===== src/pcts_pkg.sv =====
// ----------------------------------------------------------------------------
// pcts_pkg
// Types, constants and sizing shared by the transfer setup block.
// ----------------------------------------------------------------------------
`default_nettype none

package pcts_pkg;

    localparam int SECTOR_BYTES_DEF = 512;
    localparam int MAX_XFER_DEF     = 16384;

    // logical sector: 32-bit offset / 512 plus 28-bit start fits in 29 bits
    localparam int LSEC_W = 33;
    localparam int QUO_W  = 33;

    localparam logic [1:0] ST_OK      = 2'd0;
    localparam logic [1:0] ST_OFFLINE = 2'd1;
    localparam logic [1:0] ST_PAST    = 2'd2;

    localparam logic [7:0] CMD_READ     = 8'h20;
    localparam logic [7:0] CMD_WRITE    = 8'h30;
    localparam logic [7:0] DH_FIXED_BIT = 8'h20;

    localparam logic [2:0] CFG_SPT    = 3'd0;
    localparam logic [2:0] CFG_HEADS  = 3'd1;
    localparam logic [2:0] CFG_ONLINE = 3'd2;

    typedef struct packed {
        logic        func;
        logic [31:0] byte_offset;
        logic [23:0] byte_length;
        logic [27:0] partition_start;
        logic [27:0] partition_end;
        logic        drive_select;
    } req_t;

    typedef struct packed {
        logic [1:0]  status;
        logic [15:0] cylinder;
        logic [7:0]  sector_number;
        logic [7:0]  drive_head;
        logic [5:0]  sector_count;
        logic [7:0]  command_code;
        logic [14:0] transfer_bytes;
    } rsp_t;

    // side data that rides along the divider chain
    typedef struct packed {
        logic [1:0]  status;
        logic [5:0]  nsec;
        logic        func;
        logic        drive;
        logic [7:0]  spt;
        logic [4:0]  heads;
    } side_t;

endpackage

`default_nettype wire


===== src/pcts_div_cell.sv =====
// ----------------------------------------------------------------------------
// pcts_div_cell
// One restoring-division step: shifts one dividend bit in, subtracts divisor.
// ----------------------------------------------------------------------------
`default_nettype none

module pcts_div_cell
    import pcts_pkg::*;
#(
    parameter int DW = 33,
    parameter int VW = 13,
    parameter int BIT = 0
)
(
    input  wire logic          clk,
    input  wire logic          rst_n,
    input  wire logic          vld_in,
    input  wire logic [DW-1:0] num_in,
    input  wire logic [VW-1:0] den_in,
    input  wire logic [VW:0]   rem_in,
    input  wire logic [DW-1:0] quo_in,
    input  wire side_t         side_in,
    output logic               vld_out,
    output logic      [DW-1:0] num_out,
    output logic      [VW-1:0] den_out,
    output logic      [VW:0]   rem_out,
    output logic      [DW-1:0] quo_out,
    output side_t              side_out
);

    logic [VW+1:0] trial;
    logic [VW+1:0] diff;
    logic [VW:0]   rem_next;
    logic [DW-1:0] quo_next;

    always_comb
    begin
        trial    = {rem_in, num_in[BIT]};
        diff     = trial - {2'b00, den_in};
        quo_next = quo_in;
        if (!diff[VW+1])
        begin
            rem_next      = diff[VW:0];
            quo_next[BIT] = 1'b1;
        end
        else
        begin
            rem_next = trial[VW:0];
        end
    end

    always_ff @(posedge clk or negedge rst_n)
    begin
        if (!rst_n)
        begin
            vld_out <= 1'b0;
        end
        else
        begin
            vld_out <= vld_in;
        end
    end

    always_ff @(posedge clk)
    begin
        num_out  <= num_in;
        den_out  <= den_in;
        rem_out  <= rem_next;
        quo_out  <= quo_next;
        side_out <= side_in;
    end

endmodule

`default_nettype wire


===== src/pcts_div_chain.sv =====
// ----------------------------------------------------------------------------
// pcts_div_chain
// Row of division cells, one quotient bit per cell, MSB first.
// ----------------------------------------------------------------------------
`default_nettype none

module pcts_div_chain
    import pcts_pkg::*;
#(
    parameter int DW = 33,
    parameter int VW = 13
)
(
    input  wire logic          clk,
    input  wire logic          rst_n,
    input  wire logic          vld_in,
    input  wire logic [DW-1:0] num_in,
    input  wire logic [VW-1:0] den_in,
    input  wire side_t         side_in,
    output logic               vld_out,
    output logic      [DW-1:0] quo_out,
    output logic      [VW-1:0] rem_out,
    output side_t              side_out
);

    logic          vld_s  [DW+1];
    logic [DW-1:0] num_s  [DW+1];
    logic [VW-1:0] den_s  [DW+1];
    logic [VW:0]   rem_s  [DW+1];
    logic [DW-1:0] quo_s  [DW+1];
    side_t         side_s [DW+1];

    assign vld_s[0]  = vld_in;
    assign num_s[0]  = num_in;
    assign den_s[0]  = den_in;
    assign rem_s[0]  = '0;
    assign quo_s[0]  = '0;
    assign side_s[0] = side_in;

    for (genvar i = 0; i < DW; i++)
    begin : g_cell
        pcts_div_cell #(.DW(DW), .VW(VW), .BIT(DW-1-i)) u_cell (
            .clk(clk), .rst_n(rst_n),
            .vld_in(vld_s[i]), .num_in(num_s[i]), .den_in(den_s[i]),
            .rem_in(rem_s[i]), .quo_in(quo_s[i]), .side_in(side_s[i]),
            .vld_out(vld_s[i+1]), .num_out(num_s[i+1]), .den_out(den_s[i+1]),
            .rem_out(rem_s[i+1]), .quo_out(quo_s[i+1]), .side_out(side_s[i+1])
        );
    end

    assign vld_out  = vld_s[DW];
    assign quo_out  = quo_s[DW];
    assign rem_out  = rem_s[DW][VW-1:0];
    assign side_out = side_s[DW];

endmodule

`default_nettype wire


===== src/partition_chs_transfer_setup.sv =====
// ----------------------------------------------------------------------------
// partition_chs_transfer_setup
// Byte request to task-file values: sector math, clip, LBA to CHS.
// ----------------------------------------------------------------------------
// Pipeline: 70 register stages, namely 2 setup stages, two chains of 33 one-bit
// division cells (lsec / spt, then (lsec / spt) / heads), the register between
// the chains and the output register.
// Throughput: one word per cycle; busy is held low.
// Reset: geometry returns to 63 sectors, 16 heads, disk offline; pipe empties.
// ----------------------------------------------------------------------------
`default_nettype none

module partition_chs_transfer_setup
    import pcts_pkg::*;
#(
    parameter int SECTOR_BYTES = SECTOR_BYTES_DEF,
    parameter int MAX_XFER     = MAX_XFER_DEF
)
(
    input  wire logic        clk,
    input  wire logic        rst_n,
    input  wire logic        start,
    output logic             busy,
    input  wire req_t        req,
    output logic             done,
    output rsp_t             rsp,
    input  wire logic        cfg_we,
    input  wire logic [2:0]  cfg_index,
    input  wire logic [7:0]  cfg_data
);

    localparam int SB_SH = $clog2(SECTOR_BYTES);
    localparam int NS_W  = $clog2(MAX_XFER / SECTOR_BYTES + 1) + 1;

    logic [7:0] spt_reg;
    logic [4:0] heads_reg;
    logic       online_reg;

    always_ff @(posedge clk or negedge rst_n)
    begin
        if (!rst_n)
        begin
            spt_reg    <= 8'd63;
            heads_reg  <= 5'd16;
            online_reg <= 1'b0;
        end
        else if (cfg_we)
        begin
            case (cfg_index)
                CFG_SPT:    spt_reg    <= cfg_data;
                CFG_HEADS:  heads_reg  <= cfg_data[4:0];
                CFG_ONLINE: online_reg <= cfg_data[0];
                default:    ;
            endcase
        end
    end

    assign busy = 1'b0;

    // stage 1: sector math
    logic              s1_vld_reg;
    logic [LSEC_W-1:0] s1_lsec_reg;
    logic [27:0]       s1_pend_reg;
    logic [NS_W-1:0]   s1_nsec_reg;
    side_t             s1_side_reg;

    logic [24:0]       blen_cap;
    logic [24:0]       nsec_full;
    side_t             side_next;

    always_comb
    begin
        blen_cap = (req.byte_length > 24'(MAX_XFER)) ? 25'(MAX_XFER)
                                                     : {1'b0, req.byte_length};
        nsec_full = (blen_cap + 25'(SECTOR_BYTES - 1)) >> SB_SH;
        side_next.status = online_reg ? ST_OK : ST_OFFLINE;
        side_next.nsec   = '0;
        side_next.func   = req.func;
        side_next.drive  = req.drive_select;
        side_next.spt    = (spt_reg == 8'd0) ? 8'd1 : spt_reg;
        side_next.heads  = (heads_reg == 5'd0) ? 5'd1 : heads_reg;
    end

    always_ff @(posedge clk or negedge rst_n)
    begin
        if (!rst_n)
            s1_vld_reg <= 1'b0;
        else
            s1_vld_reg <= start && !busy;
    end

    always_ff @(posedge clk)
    begin
        s1_lsec_reg <= LSEC_W'(req.byte_offset >> SB_SH) + LSEC_W'(req.partition_start);
        s1_pend_reg <= req.partition_end;
        s1_nsec_reg <= nsec_full[NS_W-1:0];
        s1_side_reg <= side_next;
    end

    // stage 2: past-end check and clip
    logic              s2_vld_reg;
    logic [LSEC_W-1:0] s2_lsec_reg;
    side_t             s2_side_reg;
    side_t             s2_side_next;
    logic [LSEC_W-1:0] room;
    logic [LSEC_W-1:0] nsec_clip;

    always_comb
    begin
        room      = LSEC_W'(s1_pend_reg) - s1_lsec_reg;
        nsec_clip = (LSEC_W'(s1_nsec_reg) > room) ? room : LSEC_W'(s1_nsec_reg);
        s2_side_next      = s1_side_reg;
        s2_side_next.nsec = nsec_clip[5:0];
        if (s1_side_reg.status == ST_OK && s1_lsec_reg >= LSEC_W'(s1_pend_reg))
            s2_side_next.status = ST_PAST;
    end

    always_ff @(posedge clk or negedge rst_n)
    begin
        if (!rst_n)
            s2_vld_reg <= 1'b0;
        else
            s2_vld_reg <= s1_vld_reg;
    end

    always_ff @(posedge clk)
    begin
        s2_lsec_reg <= s1_lsec_reg;
        s2_side_reg <= s2_side_next;
    end

    // divide by sectors per track
    logic              d1_vld;
    logic [QUO_W-1:0]  d1_quo;
    logic [7:0]        d1_rem;
    side_t             d1_side;

    pcts_div_chain #(.DW(QUO_W), .VW(8)) u_div_spt (
        .clk(clk), .rst_n(rst_n),
        .vld_in(s2_vld_reg), .num_in(s2_lsec_reg), .den_in(s2_side_reg.spt),
        .side_in(s2_side_reg),
        .vld_out(d1_vld), .quo_out(d1_quo), .rem_out(d1_rem), .side_out(d1_side)
    );

    // hold sector across the second chain
    logic [7:0] sec_dly_reg [QUO_W+1];

    always_ff @(posedge clk)
    begin
        sec_dly_reg[0] <= d1_rem + 8'd1;
        for (int k = 1; k <= QUO_W; k++)
            sec_dly_reg[k] <= sec_dly_reg[k-1];
    end

    logic              d1_vld_reg;
    logic [QUO_W-1:0]  d1_quo_reg;
    side_t             d1_side_reg;

    always_ff @(posedge clk or negedge rst_n)
    begin
        if (!rst_n)
            d1_vld_reg <= 1'b0;
        else
            d1_vld_reg <= d1_vld;
    end

    always_ff @(posedge clk)
    begin
        d1_quo_reg  <= d1_quo;
        d1_side_reg <= d1_side;
    end

    // divide by heads: quotient is cylinder, remainder is head
    logic              d2_vld;
    logic [QUO_W-1:0]  d2_quo;
    logic [4:0]        d2_rem;
    side_t             d2_side;

    pcts_div_chain #(.DW(QUO_W), .VW(5)) u_div_heads (
        .clk(clk), .rst_n(rst_n),
        .vld_in(d1_vld_reg), .num_in(d1_quo_reg), .den_in(d1_side_reg.heads),
        .side_in(d1_side_reg),
        .vld_out(d2_vld), .quo_out(d2_quo), .rem_out(d2_rem), .side_out(d2_side)
    );

    // output register
    logic done_reg;
    rsp_t rsp_reg;
    rsp_t rsp_next;

    always_comb
    begin
        rsp_next = '0;
        rsp_next.status = d2_side.status;
        if (d2_side.status == ST_OK)
        begin
            rsp_next.cylinder       = d2_quo[15:0];
            rsp_next.sector_number  = sec_dly_reg[QUO_W];
            rsp_next.drive_head     = DH_FIXED_BIT | {3'b000, d2_side.drive, 4'b0000}
                                      | {3'b000, d2_rem};
            rsp_next.sector_count   = d2_side.nsec;
            rsp_next.command_code   = d2_side.func ? CMD_WRITE : CMD_READ;
            rsp_next.transfer_bytes = 15'(d2_side.nsec * SECTOR_BYTES);
        end
    end

    always_ff @(posedge clk or negedge rst_n)
    begin
        if (!rst_n)
            done_reg <= 1'b0;
        else
            done_reg <= d2_vld;
    end

    always_ff @(posedge clk)
    begin
        rsp_reg <= rsp_next;
    end

    assign done = done_reg;
    assign rsp  = rsp_reg;

endmodule

`default_nettype wire


===== config.mk =====
export PLATFORM = sky130hd
export DESIGN_NAME = partition_chs_transfer_setup
export DESIGN_NICKNAME = d
export VERILOG_FILES = /design/src/pcts_pkg.sv /design/src/pcts_div_cell.sv /design/src/pcts_div_chain.sv /design/src/partition_chs_transfer_setup.sv
export SDC_FILE = /design/constraint.sdc
export NUM_CORES = 2
export LEC_CHECK = 0
export ABC_AREA = 1
export BUFFER_PORTS_ARGS = -buffer_cell sky130_fd_sc_hd__buf_2
export CELL_PAD_IN_SITES_DETAIL_PLACEMENT = 0
export CELL_PAD_IN_SITES_GLOBAL_PLACEMENT = 1
export CORE_UTILIZATION = 45
export DETAILED_ROUTE_END_ITERATION = 12
export GPL_TIMING_DRIVEN = 0
export PLACE_DENSITY = 0.76
export SLEW_MARGIN = 15
export SYNTH_ARGS = -nofsm -noshare
export SYNTH_HDL_FRONTEND = slang
export SYNTH_HIERARCHICAL = 1
export SYNTH_SLANG_ARGS = --single-unit

===== constraint.sdc =====
create_clock -name clk -period 4.5 [get_ports clk]
set_clock_uncertainty 0.2 [all_clocks]
set_input_delay 0.45 -clock clk [delete_from_list [all_inputs] [get_ports clk]]
set_output_delay 0.45 -clock clk [all_outputs]
set_load 0.005 [all_outputs]

# Word-level counts from Yosys, hierarchy flattened
# Memory sizes are Yosys's and may differ from the RTL's. A register that Yosys moved wholly into a read port is not among the register bits.
# Cells that the tools add are included.
dict set report op_classes {
  order_cmp 3
  mux 71
  add_sub_neg 70
  n_bitwise 1
  n_eq_ne 2
  n_reduce_logical 10
}
# op count
set ops {}
lappend ops {{$sub 10x8->10} 32}
lappend ops {{$mux 9} 31}
lappend ops {{$sub 7x5->7} 32}
lappend ops {{$mux 6} 32}
lappend ops {{$gt 7x33->1} 1}
lappend ops {{$sub 28x29->30} 1}
lappend ops {{$add 23x28->29} 1}
lappend ops {{$ge 29x28->1} 1}
lappend ops {{$gt 24x15->1 const B} 1}
lappend ops {{$add 16x9->16 const B} 1}
lappend ops {{$mux 16} 1}
lappend ops {{$mux 5} 2}
lappend ops {{$sub 1x8->9 const A} 1}
lappend ops {{$add 8x1->8 const B} 1}
lappend ops {{$logic_not 8->1} 1}
lappend ops {{$mux 8} 1}
lappend ops {{$or 6x5->6} 1}
lappend ops {{$reduce_and 2->1} 3}
lappend ops {{$sub 1x5->6} 1}
lappend ops {{$logic_not 5->1} 1}
lappend ops {{$logic_not 2->1} 2}
lappend ops {{$mux 1} 4}
lappend ops {{$eq 3x1->1 const B} 1}
lappend ops {{$eq 3x2->1 const B} 1}
lappend ops {{3 further kinds} 3}
dict set report totals {
  out_inout_bits 65
  memories 1
  elab_cells 847
  in_bits 129
  regBits 3794
  ramBits 272
}
# name words word_bits rd rd_clocked_by_memory_dff wr line
set mem_list {}
lappend mem_list {sec_dly_reg 34 8 34 1 34 partition_chs_transfer_setup.sv:146} ;# logic [7:0] sec_dly_reg [QUO_W+1];

# Longest topological paths before layout
dict set report logic_depth {
  depth_word 3
  ltp_mapped 23
}

# Hierarchy
# Netlist, hierarchy kept.
# module area_each_um2 n_inst cells_each
set by_module_without_submodules {}
lappend by_module_without_submodules {{pcts_div_cell at u_div_heads.g_cell[0].u_cell ...} 2403.6 33 167}
lappend by_module_without_submodules {{pcts_div_cell at u_div_spt.g_cell[0].u_cell ...} 2855.2 26 239}
lappend by_module_without_submodules {{pcts_div_cell at u_div_spt.g_cell[3].u_cell ...} 2842.7 7 236}
lappend by_module_without_submodules {partition_chs_transfer_setup 15284.7 1 1438}
lappend by_module_without_submodules {pcts_div_chain 3.8 2 1}

# Least setup slack after synthesis
# No wires, ideal clock.
dict set report synth_path {
  path_type {reg2reg}
  startpoint {register s1_pend_reg[0]}
  endpoint {register s2_side_reg[15] (netlist name)}
  t_required_ps 4187
  setup_slack_ps 1407
  arrival_time_ps 2780
  stages_incl_launch_ff 24
  setup_ps 113
  synth_period_minus_slack_ps 3093
  path_cell_list {dfxtp_1 -> inv_1 -> ha_1 -> fa_1 -> inv_1 -> nand2_1 -> nand2_1 -> and2_1 -> xor2_1 -> inv_1 -> ha_1 -> nand2_1 -> nor3_1 -> nand2_1 -> nand3_1 -> nand2_1 -> nor2_1 -> nand2_1 -> nor2_1 -> nand2_1 -> nor2_4 -> nand3_4 -> nand2_1 -> nand2_1}
}
dict set report synth_via {
  elab_chain_len 3
}
# item line
set synth_rtl {}
lappend synth_rtl {{from (decl)} partition_chs_transfer_setup.sv:63} ;# logic [27:0] s1_pend_reg;
lappend synth_rtl {{from (signal assigned)} partition_chs_transfer_setup.sv:95} ;# s1_pend_reg <= req.partition_end;
lappend synth_rtl {{$sub 28x29->30 (*)} partition_chs_transfer_setup.sv:110} ;# room = LSEC_W'(s1_pend_reg) - s1_lsec_reg;
lappend synth_rtl {{$gt 7x33->1} partition_chs_transfer_setup.sv:111} ;# nsec_clip = (LSEC_W'(s1_nsec_reg) > room) ? room : LSEC_W'(s1_nsec_reg);
lappend synth_rtl {{$mux 6 (*)} partition_chs_transfer_setup.sv:111}
lappend synth_rtl {{named net nsec_clip[0]} partition_chs_transfer_setup.sv:106} ;# logic [LSEC_W-1:0] nsec_clip;
lappend synth_rtl {{to (signal assigned)} partition_chs_transfer_setup.sv:129} ;# s2_side_reg <= s2_side_next;
lappend synth_rtl {{to (decl)} partition_chs_transfer_setup.sv:103} ;# side_t s2_side_reg;
# Mark *: on every way through the listed nets, which the timed path passes. The rest lies on a longest branch.
# A chain may end at the register's enable or synchronous reset.

# Final worst setup path
dict set report layout_path {
  startpoint {input req[80] (netlist name)}
  endpoint {register s1_nsec_reg[4]}
}
dict set report layout_via {
  elab_chain_len 3
}
# item line
set layout_rtl {}
lappend layout_rtl {{from (decl)} partition_chs_transfer_setup.sv:24} ;# input wire req_t req,
lappend layout_rtl {{$gt 24x15->1} partition_chs_transfer_setup.sv:73} ;# blen_cap = (req.byte_length > 24'(MAX_XFER)) ? 25'(MAX_XFER)
lappend layout_rtl {{$mux 16} partition_chs_transfer_setup.sv:73}
lappend layout_rtl {{$add 16x9->16} partition_chs_transfer_setup.sv:75} ;# nsec_full = (blen_cap + 25'(SECTOR_BYTES - 1)) >> SB_SH;
lappend layout_rtl {{named net nsec_full[4]} partition_chs_transfer_setup.sv:68} ;# logic [24:0] nsec_full;
lappend layout_rtl {{to (signal assigned)} partition_chs_transfer_setup.sv:96} ;# s1_nsec_reg <= nsec_full[NS_W-1:0];
lappend layout_rtl {{to (decl)} partition_chs_transfer_setup.sv:64} ;# logic [NS_W-1:0] s1_nsec_reg;
# The timed path passes the listed nets, and every way through them passes these cells.

==> flow_metrics.tcl <==
set metrics [dict create \
    run_status "finished, final reports clean" \
    cts_tree "done" \
    path_clk_slew_ps 60 \
    area_growth_pct 16.89 \
    grt_overflow 0 \
    netlist_instances 12373 \
    largest_register "u_div_spt/g_cell.u_cell/quo_out" \
    fmax_ghz 0.2414 \
    cp-start-kind "primary input" \
    wl_per_cell_um 11.12 \
    ant_nets 0 \
    largest_reg_flops 1089 \
    stdcell_area_mm2 0.1642 \
    p_leak_nw 76.94 \
    tightest_slew_ps 907.4 \
    cts-buffers-inserted 453 \
    timing.final.ws_setup_ps 357.8 \
    end_kind "flop" \
    start_util_pct 45.37 \
    most-common-layout-cells "dfxtp_1, nand2_1, inv_1" \
    num_rows 204 \
    dp_cells 16766 \
    grt_max_degree 67 \
    insertion_delay_ps 950 \
    clockBufferDepth 4 \
    r2r_slack_ps 760 \
    antenna_found_initial 8 \
    placed_area_mm2 0.1469 \
    setup_viol 0 \
    cap_violations 0 \
    via_per_inst 4.228 \
    post-cts-setup-buffers 0 \
    gp_congestion 0.8185 \
    period_needed_ps 4142 \
    core-area_mm2 0.3096 \
    place_ws_ps 710.3 \
    drt-pass1-iter-count 8 \
    synthesis.area_per_instance_um2 11.35 \
    drive_above_1_share_pct 11.57 \
    grt_usage_pct 12.65 \
    dieArea_mm2 0.3144 \
    syn_area_mm2 0.1405 \
    stdcell_count 17781 \
    relSlewSlack_pct 39.30 \
    pwr_density_cell_mw_per_mm2 759.6 \
    crit_required_ps 5100 \
    crit_type "primary input to flop" \
    slew_violations 0 \
    routed_wl_mm 197.7 \
    pin_count 194 \
    post-dp-hpwl_mm 134.5 \
    finalHoldViolations 0 \
    final_common_cell "dfxtp_1" \
    yosys_warnings 6 \
    h-tree-depth 5 \
    totalPowerFinal_mw 124.7 \
    multi_input_area_mm2 0.03464 \
    fp.dieW_um 560.7 \
    crit_path_max_fanout 5 \
    final_nets 13961 \
    die_h_um 560.7 \
    cp_data_arrival_time_ps 4750 \
    hold_path_class "flop to flop" \
    grt_pass1_vias 72979 \
    cts_root_buf "clkbuf_16" \
    drc_errors 0 \
    fin_crit_sh_pct 92.05 \
    fill_cells 26791 \
    setup_tns_ps 0 \
    grt_first_pass_wirelength_mm 339.5 \
    clock_sink_count 4982 \
    seq_area_mm2 0.1002 \
    vdd_drop_max_uv 422.2 \
    io_buffers 166 \
    drt_iter0_markers 3092 \
    num_vias 75176 \
    rsz0062_at_grt "false" \
]
## path summary, 6_finish.rpt
check / start / endpoint / depth (start not counted)
worst min-delay path: u_div_heads/g_cell[19].u_cell/quo_out[6] / u_div_heads/g_cell[20].u_cell/quo_out[6] / 0
max in group asynchronous: rst_n / u_div_heads/g_cell[15].u_cell/vld_out / 4
min in group asynchronous: rst_n / s2_vld_reg / 3
worst max-delay path: req[80] / s1_nsec_reg[4] / 17
worst min register to register: u_div_heads/g_cell[19].u_cell/quo_out[6] / u_div_heads/g_cell[20].u_cell/quo_out[6] / 0
worst max register to register: s1_lsec_reg[0] / s2_side_reg[16] / 22
## report_power, final
group / leakage (nW) / internal, mW / switching (mW)
logic: 27.5 / 10.8 / 17.8
clock network: 7.63 / 22.4 / 15.8
registers: 41.9 / 54.4 / 3.55
## cell type report
class | instances | area share (%)
diodes | 2 | 0.003048
flip-flops and latches | 4982 | 61.00
well taps | 4120 | 3.139
inverters | 1551 | 3.546
clock buffers | 645 | 8.049
clock inverters | 193 | 1.426
multi-input cells | 5905 | 21.09
plain buffers | 41 | 0.1509
repair buffers | 342 | 1.591
## metal layers
layer	track usage [%]	wire, um	up-vias
met5	0	0	-
met3	2.085	7634	453
li1	-	-	40277
met2	21.15	89640	995
met4	4.769	5874	0
met1	16.42	94580	33451
## metrics by stage
stage | utilization [%] | hold slack, ps
3_3_place_gp | 47.43 | 109.5
6_report | 53.03 | 57.57
5_1_grt | 53.03 | 59.16
3_5_place_dp | 47.44 | 112.1
2_1_floorplan | - | -45.59
4_1_cts | 53.03 | 13.36
## worst max-delay path, cell delays in order
cell	delay, ps
buf_2	90
or2_1	250
nor4b_4	400
nand3_1	110
dlygate4sd3_1	570
nand2_1	90
dlygate4sd3_1	550
nand2_1	80
nor2_2	90
dlygate4sd3_1	630
inv_2	60
nor2_2	80
nand3_1	100
dlygate4sd3_1	570
nand2_1	50
dlygate4sd3_1	530
inv_1	40
## repair_timing
| item | CTS | global route |
|---|---|---|
| resized for setup | 0 | 1 |
| hold buffers | 175 | 0 |
| endpoints found under the hold margin | 164 | 0 |
| setup endpoints to repair | 0 | 1 |
(Power assumes the default switching activity.)
